===== config.mk =====
export PLATFORM = sky130hd
export DESIGN_NAME = cse_sqrt
export DESIGN_NICKNAME = d
export VERILOG_FILES = /design/src/hdl/cse_pkg.sv /design/src/hdl/cse_sqrt.sv
export SDC_FILE = /design/constraint.sdc
export NUM_CORES = 2
export LEC_CHECK = 0
export ABC_AREA = 1
export ABC_CLOCK_PERIOD_IN_PS = 2800
export BUFFER_PORTS_ARGS = -buffer_cell sky130_fd_sc_hd__buf_2
export CORE_AREA = 2 2 522 524
export CTS_BUF_LIST = sky130_fd_sc_hd__clkbuf_4
export CTS_CLUSTER_DIAMETER = 150
export DETAILED_ROUTE_END_ITERATION = 8
export DIE_AREA = 0 0 524 526
export GPL_TIMING_DRIVEN = 0
export MAX_ROUTING_LAYER = met4
export PLACE_DENSITY = 0.71
export SLEW_MARGIN = 30
export SYNTH_ARGS = -nofsm -noshare
export SYNTH_HDL_FRONTEND = slang
export SYNTH_MEMORY_MAX_BITS = 65536
export SYNTH_SLANG_ARGS = --single-unit

===== constraint.sdc =====
create_clock -name aclk -period 2.8 [get_ports aclk]
set_input_delay 0.28 -clock aclk [delete_from_list [all_inputs] [get_ports aclk]]
set_output_delay 0.28 -clock aclk [all_outputs]
set_load 0.1 [all_outputs]

===== src/hdl/cse_pkg.sv =====
// Shared types, constants and Q16.16 helpers for the cone / segment intersection block.
// Used by every module under hdl; depends on nothing.
package cse_pkg;

    // Step counts of the square-root and divider units
    localparam int SQRT_STEPS = 24;
    localparam int DIV_STEPS  = 32;

    // Discriminant magnitude at or below this counts as a tangent
    localparam logic signed [31:0] DISC_EPSILON = 32'sd1;

    localparam logic signed [51:0] SAT_MAX = 52'sd2147483647;
    localparam logic signed [51:0] SAT_MIN = -52'sd2147483648;

    // Root count codes
    localparam logic [1:0] ROOTS_NONE = 2'd0;
    localparam logic [1:0] ROOTS_ONE  = 2'd1;
    localparam logic [1:0] ROOTS_TWO  = 2'd2;

    // Configuration register indexes
    typedef enum logic [2:0] {
        CFG_APEX_X     = 3'd0,
        CFG_APEX_Y     = 3'd1,
        CFG_APEX_Z     = 3'd2,
        CFG_AXIS_X     = 3'd3,
        CFG_AXIS_Y     = 3'd4,
        CFG_AXIS_Z     = 3'd5,
        CFG_CONE_SLOPE = 3'd6
    } cfg_idx_t;

    typedef struct packed {
        logic signed [31:0] apex_x;
        logic signed [31:0] apex_y;
        logic signed [31:0] apex_z;
        logic signed [17:0] axis_x;
        logic signed [17:0] axis_y;
        logic signed [17:0] axis_z;
        logic [30:0]        cone_slope;
    } cse_cfg_t;

    typedef struct packed {
        logic [30:0]        seg_length;
        logic signed [17:0] dir_z;
        logic signed [17:0] dir_y;
        logic signed [17:0] dir_x;
        logic signed [31:0] origin_z;
        logic signed [31:0] origin_y;
        logic signed [31:0] origin_x;
    } seg_in_t;

    // Quadratic terms that ride along the square-root unit
    typedef struct packed {
        logic signed [31:0] a;
        logic signed [31:0] b;
        logic [1:0]         cnt;
        logic [30:0]        len;
    } root_side_t;

    typedef struct packed {
        logic               seg_hit;
        logic [1:0]         root_count;
        logic signed [31:0] t_second;
        logic signed [31:0] t_first;
    } cse_res_t;

    // Saturate a wide signed value to the 32-bit range
    function automatic logic signed [31:0] sat32(input logic signed [51:0] x);
        logic signed [31:0] r;
        if (x > SAT_MAX) begin
            r = SAT_MAX[31:0];
        end else if (x < SAT_MIN) begin
            r = SAT_MIN[31:0];
        end else begin
            r = x[31:0];
        end
        return r;
    endfunction

    // Q16.16 multiply, round half up, saturate
    function automatic logic signed [31:0] fmul(input logic signed [31:0] x,
                                                input logic signed [31:0] y);
        logic signed [63:0] p;
        logic signed [51:0] r;
        p = x * y;
        p = p + 64'sd32768;
        r = {{4{p[63]}}, p[63:16]};
        return sat32(r);
    endfunction

    // Exact sum of three values, then saturate
    function automatic logic signed [31:0] sum3(input logic signed [31:0] x,
                                                input logic signed [31:0] y,
                                                input logic signed [31:0] z);
        logic signed [51:0] lx;
        logic signed [51:0] ly;
        logic signed [51:0] lz;
        lx = x;
        ly = y;
        lz = z;
        return sat32(lx + ly + lz);
    endfunction

endpackage


===== src/hdl/cse_sqrt.sv =====
// Pipelined integer square root, one result bit per stage (restoring form).
// Carries the quadratic terms alongside; depends on cse_pkg.
module cse_sqrt
    import cse_pkg::*;
(
    input  logic        aclk,
    input  logic        aresetn,
    input  logic        en,
    input  logic        in_valid,
    input  logic [47:0] in_rad,
    input  root_side_t  in_side,
    output logic        out_valid,
    output logic [23:0] out_root,
    output root_side_t  out_side
);

    logic [SQRT_STEPS-1:0] vld_reg;
    logic [25:0]           rem_reg  [SQRT_STEPS];
    logic [23:0]           root_reg [SQRT_STEPS];
    logic [47:0]           rad_reg  [SQRT_STEPS];
    root_side_t            side_reg [SQRT_STEPS];

    logic [25:0]           p_rem  [SQRT_STEPS];
    logic [23:0]           p_root [SQRT_STEPS];
    logic [47:0]           p_rad  [SQRT_STEPS];
    root_side_t            p_side [SQRT_STEPS];
    logic [SQRT_STEPS-1:0] p_vld;

    for (genvar j = 0; j < SQRT_STEPS; j++) begin : g_step
        logic [27:0] rem_sh;
        logic [27:0] trial;
        logic [25:0] rem_next;
        logic [23:0] root_next;

        // Select the stage input
        if (j == 0) begin : g_first
            assign p_rem[j]  = '0;
            assign p_root[j] = '0;
            assign p_rad[j]  = in_rad;
            assign p_side[j] = in_side;
            assign p_vld[j]  = in_valid;
        end else begin : g_rest
            assign p_rem[j]  = rem_reg[j-1];
            assign p_root[j] = root_reg[j-1];
            assign p_rad[j]  = rad_reg[j-1];
            assign p_side[j] = side_reg[j-1];
            assign p_vld[j]  = vld_reg[j-1];
        end

        // Bring down two radicand bits, try the next root bit
        always_comb begin
            rem_sh = {p_rem[j], p_rad[j][47:46]};
            trial  = {2'b00, p_root[j], 2'b01};
            if (rem_sh >= trial) begin
                rem_next  = 26'(rem_sh - trial);
                root_next = {p_root[j][22:0], 1'b1};
            end else begin
                rem_next  = rem_sh[25:0];
                root_next = {p_root[j][22:0], 1'b0};
            end
        end

        always_ff @(posedge aclk) begin
            if (!aresetn) begin
                vld_reg[j] <= 1'b0;
            end else if (en) begin
                vld_reg[j] <= p_vld[j];
            end
        end

        always_ff @(posedge aclk) begin
            if (en) begin
                rem_reg[j]  <= rem_next;
                root_reg[j] <= root_next;
                rad_reg[j]  <= {p_rad[j][45:0], 2'b00};
                side_reg[j] <= p_side[j];
            end
        end
    end

    assign out_valid = vld_reg[SQRT_STEPS-1];
    assign out_root  = root_reg[SQRT_STEPS-1];
    assign out_side  = side_reg[SQRT_STEPS-1];

endmodule


# --- After elaboration in Yosys (flattened, before gate mapping) ---
# Memory sizes are Yosys's and may differ from the RTL's.
# Cells that the tools add are included.
classes:
  n_addsub: 24
  magnitude_cmp: 24
  n_mux: 50
ops:
  columns: ["operator", "count"]
  rows:
  - [">= comparator 28 x 26 -> 1 bit", 23]
  - ["two-way mux 26 bit", 24]
  - ["subtractor 26 bit", 23]
  - ["two-way mux 1 bit", 26]
  - ["subtractor 2 x 1 -> 3 bit (second input constant)", 1]
  - [">= comparator 2 x 1 -> 1 bit (second input constant)", 1]
word_totals:
  reg_bits: 24
  ram_bits: 4632
  elab_cells: 126
  memories: 4
memory_table:
  columns: ["memory", "words", "width", "read_ports", "rd_ports_with_merged_regs", "write_ports", "line_no", "rtl"]
  rows:
  - ["side_reg", 24, 97, 24, 0, 24, "cse_sqrt.sv:21", "root_side_t side_reg [SQRT_STEPS];"]
  - ["rad_reg", 24, 46, 23, 0, 24, "cse_sqrt.sv:20", "logic [47:0] rad_reg [SQRT_STEPS];"]
  - ["rem_reg", 24, 26, 23, 0, 24, "cse_sqrt.sv:18", "logic [25:0] rem_reg [SQRT_STEPS];"]
  - ["root_reg", 24, 24, 24, 0, 24, "cse_sqrt.sv:19", "logic [23:0] root_reg [SQRT_STEPS];"]

# --- Longest topological paths before layout ---
# An unclocked memory read counts as a cell.
depth:
  word_depth: 3
  ltp_mapped: 14
  ltp_nobuf: 14

# --- Worst setup path after synthesis ---
# Ideal clock, no wire load.
synth_path:
  kind: "reg2reg"
  start: "memory rem_reg[14][4], in the netlist rem_reg[1][160]"
  end: "memory rem_reg[15][6], in the netlist rem_reg[1][188], data pin"
  setup_time_ns: 0.252
  arrival_time_ns: 1.777
  setup_slack_ns: 0.770
  stages_incl_launch_ff: 14
  synth_period_minus_slack_ns: 2.030
  cell_sequence: "edfxtp_1 ha_1 nand2_1 inv_1 a21oi_2 nand2_2 nand2_1 nand2_2 nand2_2 nand2_2 buf_6 buf_12 nand2_1 nand2_1"
synth_lines:
  columns: ["item", "line_no"]
  rows:
  - ["start, declared", "cse_sqrt.sv:18"]

==> out/qor.yml <==
status:
  outcome: "finished, final reports clean"
timing:
  setup_violations: 0
  slew_violations: 0
  finClkSkew_ps: 144
  worst_pin_slew_ps: 795
  period_share: 0.974
  min_period_ps: 2730
  max_freq_mhz: 367
  rsz0062_at_grt: "yes"
  worst_slack_ps: 74.0
  relSlewSlack: 0.465
  finalHoldViolCount: 0
global_routing:
  first_global_vias: 87100
  grt_max_degree: 143
  gr-total-overflow: 0
  antenna_found_initial: 12
  grt_usage: 0.247
  grt_pass1_wl_um: 504000
final_layout:
  post-route-util: 0.636
  largest_register_ffs: 2328
  final_nets: 13300
  drive_gt1_frac: 0.146
  syn_to_final_growth_pct: 16.2
cts:
  cts-buffers-inserted: 876
  cts_tree: "built"
  clkTransAtPathRegs_ps: 80
  clock_latency_ps: 1530
  clock-sinks: 3767
  clock_path_buffers: 4
  htree_levels: 6
  cts_root_buf: "clkbuf_4"
logic_synthesis:
  netlist_instances: 11100
  ys.flop_type: "edfxtp_1"
  ys_ff_latch: 3767
  syn_area_um2: 148000
  synth_edf_count: 3743
  synth.avg_cell_area_um2: 13.3
  yosys.cell_types.count: 52
  synthesis.nets: 11600
  ys_seq_area_frac: 0.764
  yosysWarnings: 0
  async_flop_share: 0
pwr:
  leakage_nw: 68.9
  power.density_nw_per_um2: 749
  ir_worst_vdd_mv: 0.730
die:
  ios: 271
  die_h_um: 526
  die_width_um: 524
  num_rows: 191
  start_util: 0.547
  core-area_um2: 270000
  die_area_um2: 276000
placement:
  portBuffers: 270
  pre_cts_slack_ps: -3340
  hpwl_um: 210000
  gp_congestion: 0.902
worst_setup_path:
  worstSetupPathType: "in2reg"
  cp-start-kind: "input pin"
  r2r_slack_ps: 130
  reg2regPathDepth: 9
  endpoint_kind: "flip-flop"
  critPathArrivalTime_ps: 4100
  crit_required_ps: 4180
  cp_max_fo: 68
routing:
  wire_per_inst_um: 19.7
  firstDrtPassIters: 8
  num_vias: 86600
  routed_via_density: 5.07
  drcViolationCount: 0
  wirelength_um: 336000
  postRouteAntennaNets: 0
  drt_iter0_markers: 6969
flow_run:
  cap_violations: 0
min_path:
  min_path_type: "in2reg"
  min_path_cells: 8
-- final cells by class --
type	count	area [um2]
sequential	3767	113000
fill	19600	98200
multi-input combinational	5756	28700
clock buffer	1280	9610
timing repair buffer	803	7900
inverter	1502	5650
tap	3570	4470
clock inverter	298	1760
buffer	75	623
antenna	17	42.5
-- metrics by stage --
stage / TNS [ps] / cell area, um2 / instances / total power, mW / hold slack [ps]
2_1_floorplan: 0 / 148000 / 11100 / 78.1 / 379
3_3_place_gp: - / 154000 / 14900 / 76.3 / 400
3_5_place_dp: -3176140 / 154000 / 15000 / 83.9 / 405
4_1_cts: 0 / 171000 / 17000 / 128 / -773
5_1_grt: -3.54 / 172000 / 17100 / 135 / 19.7
6_report: 0 / 172000 / 17100 / 129 / 87.1
-- per-layer routing --
metal	wire length, um	global-route usage	up-vias
met4	7230	0.0681	0
li1	-	-	42200
met3	15400	0.0343	520
met5	0	-	-
met1	146000	0.327	41500
met2	168000	0.402	2353
-- cells in the final DEF, fill, tap and decap left out, types with 97 or more instances in the layout --
cell type,instances
xor2_1,97
clkbuf_4,1281
buf_2,276
nand3_1,505
xnor2_1,124
ha_1,323
nand2_1,2773
nor2_1,775
edfxtp_1,3743
a21oi_1,327
inv_1,1486
nand4_1,156
dlygate4sd3_1,450
o21ai_0,227
clkinv_1,211
-- power by group --
group / internal (mW) / total (mW) / switching, mW / leakage, nW
Clock: 21.9 / 44.8 / 22.9 / 6.71
Combinational: 4.65 / 14.5 / 9.81 / 25.6
Sequential: 67.0 / 69.3 / 2.27 / 36.5
-- cells by family (layout without fill, tap and decap cells) --
group | Yosys count | count (layout) | share of synthesized area
compound gates | 714 | 714 | 0.0260
simple gates | 4492 | 4493 | 0.127
fa+ha+maj | 326 | 326 | 0.0276
flops | 3767 | 3767 | 0.764
other cells | 1 | 18 | 0.0000254
xor+xnor | 222 | 222 | 0.0132
buf+inv | 1577 | 3958 | 0.0424
-- critical path: stages --
cell and delay, ps:
buf_12 110, buf_16 110, buf_16 110, dlygate4sd3_1 650, buf_16 150, buf_16 130, buf_16 190, buf_16 320
buf_16 370, buf_16 360, buf_16 330, inv_1 190, buf_1 290, nor2_1 240, nor2_1 80
-- cells in the mapped netlist (all sizes together), types with 68 or more instances --
cell type	n	area share
a21oi	354	0.012
buf	68	0.0040
edfxtp	3743	0.76
ha	326	0.028
inv	1502	0.038
nand2	2808	0.072
nand3	518	0.018
nand3b	74	0.0038
nand4	156	0.0066
nor2	812	0.021
nor3	73	0.0026
o21ai	318	0.011
xnor2	124	0.0074
xor2	98	0.0058
-- path summary, 6_finish.rpt --
check | startpoint | endpoint
worst max-delay path | en | p_vld[5]
worst min-delay path | en | rad_reg[1][16]
worst max register to register | root_reg[1][108] | rem_reg[1][151]
worst min register to register | side_reg[0][335] | side_reg[0][432]
-- what timing repair did --
action,in CTS,in global routing
endpoints found under the setup margin,812,342
setup buffers,2,14
pin swaps,0,5
gates resized for setup,13,33
hold endpoints to repair,1228,181
hold buffers,459,10
gates cloned,13,6
Power figures use the tool's default switching activity.
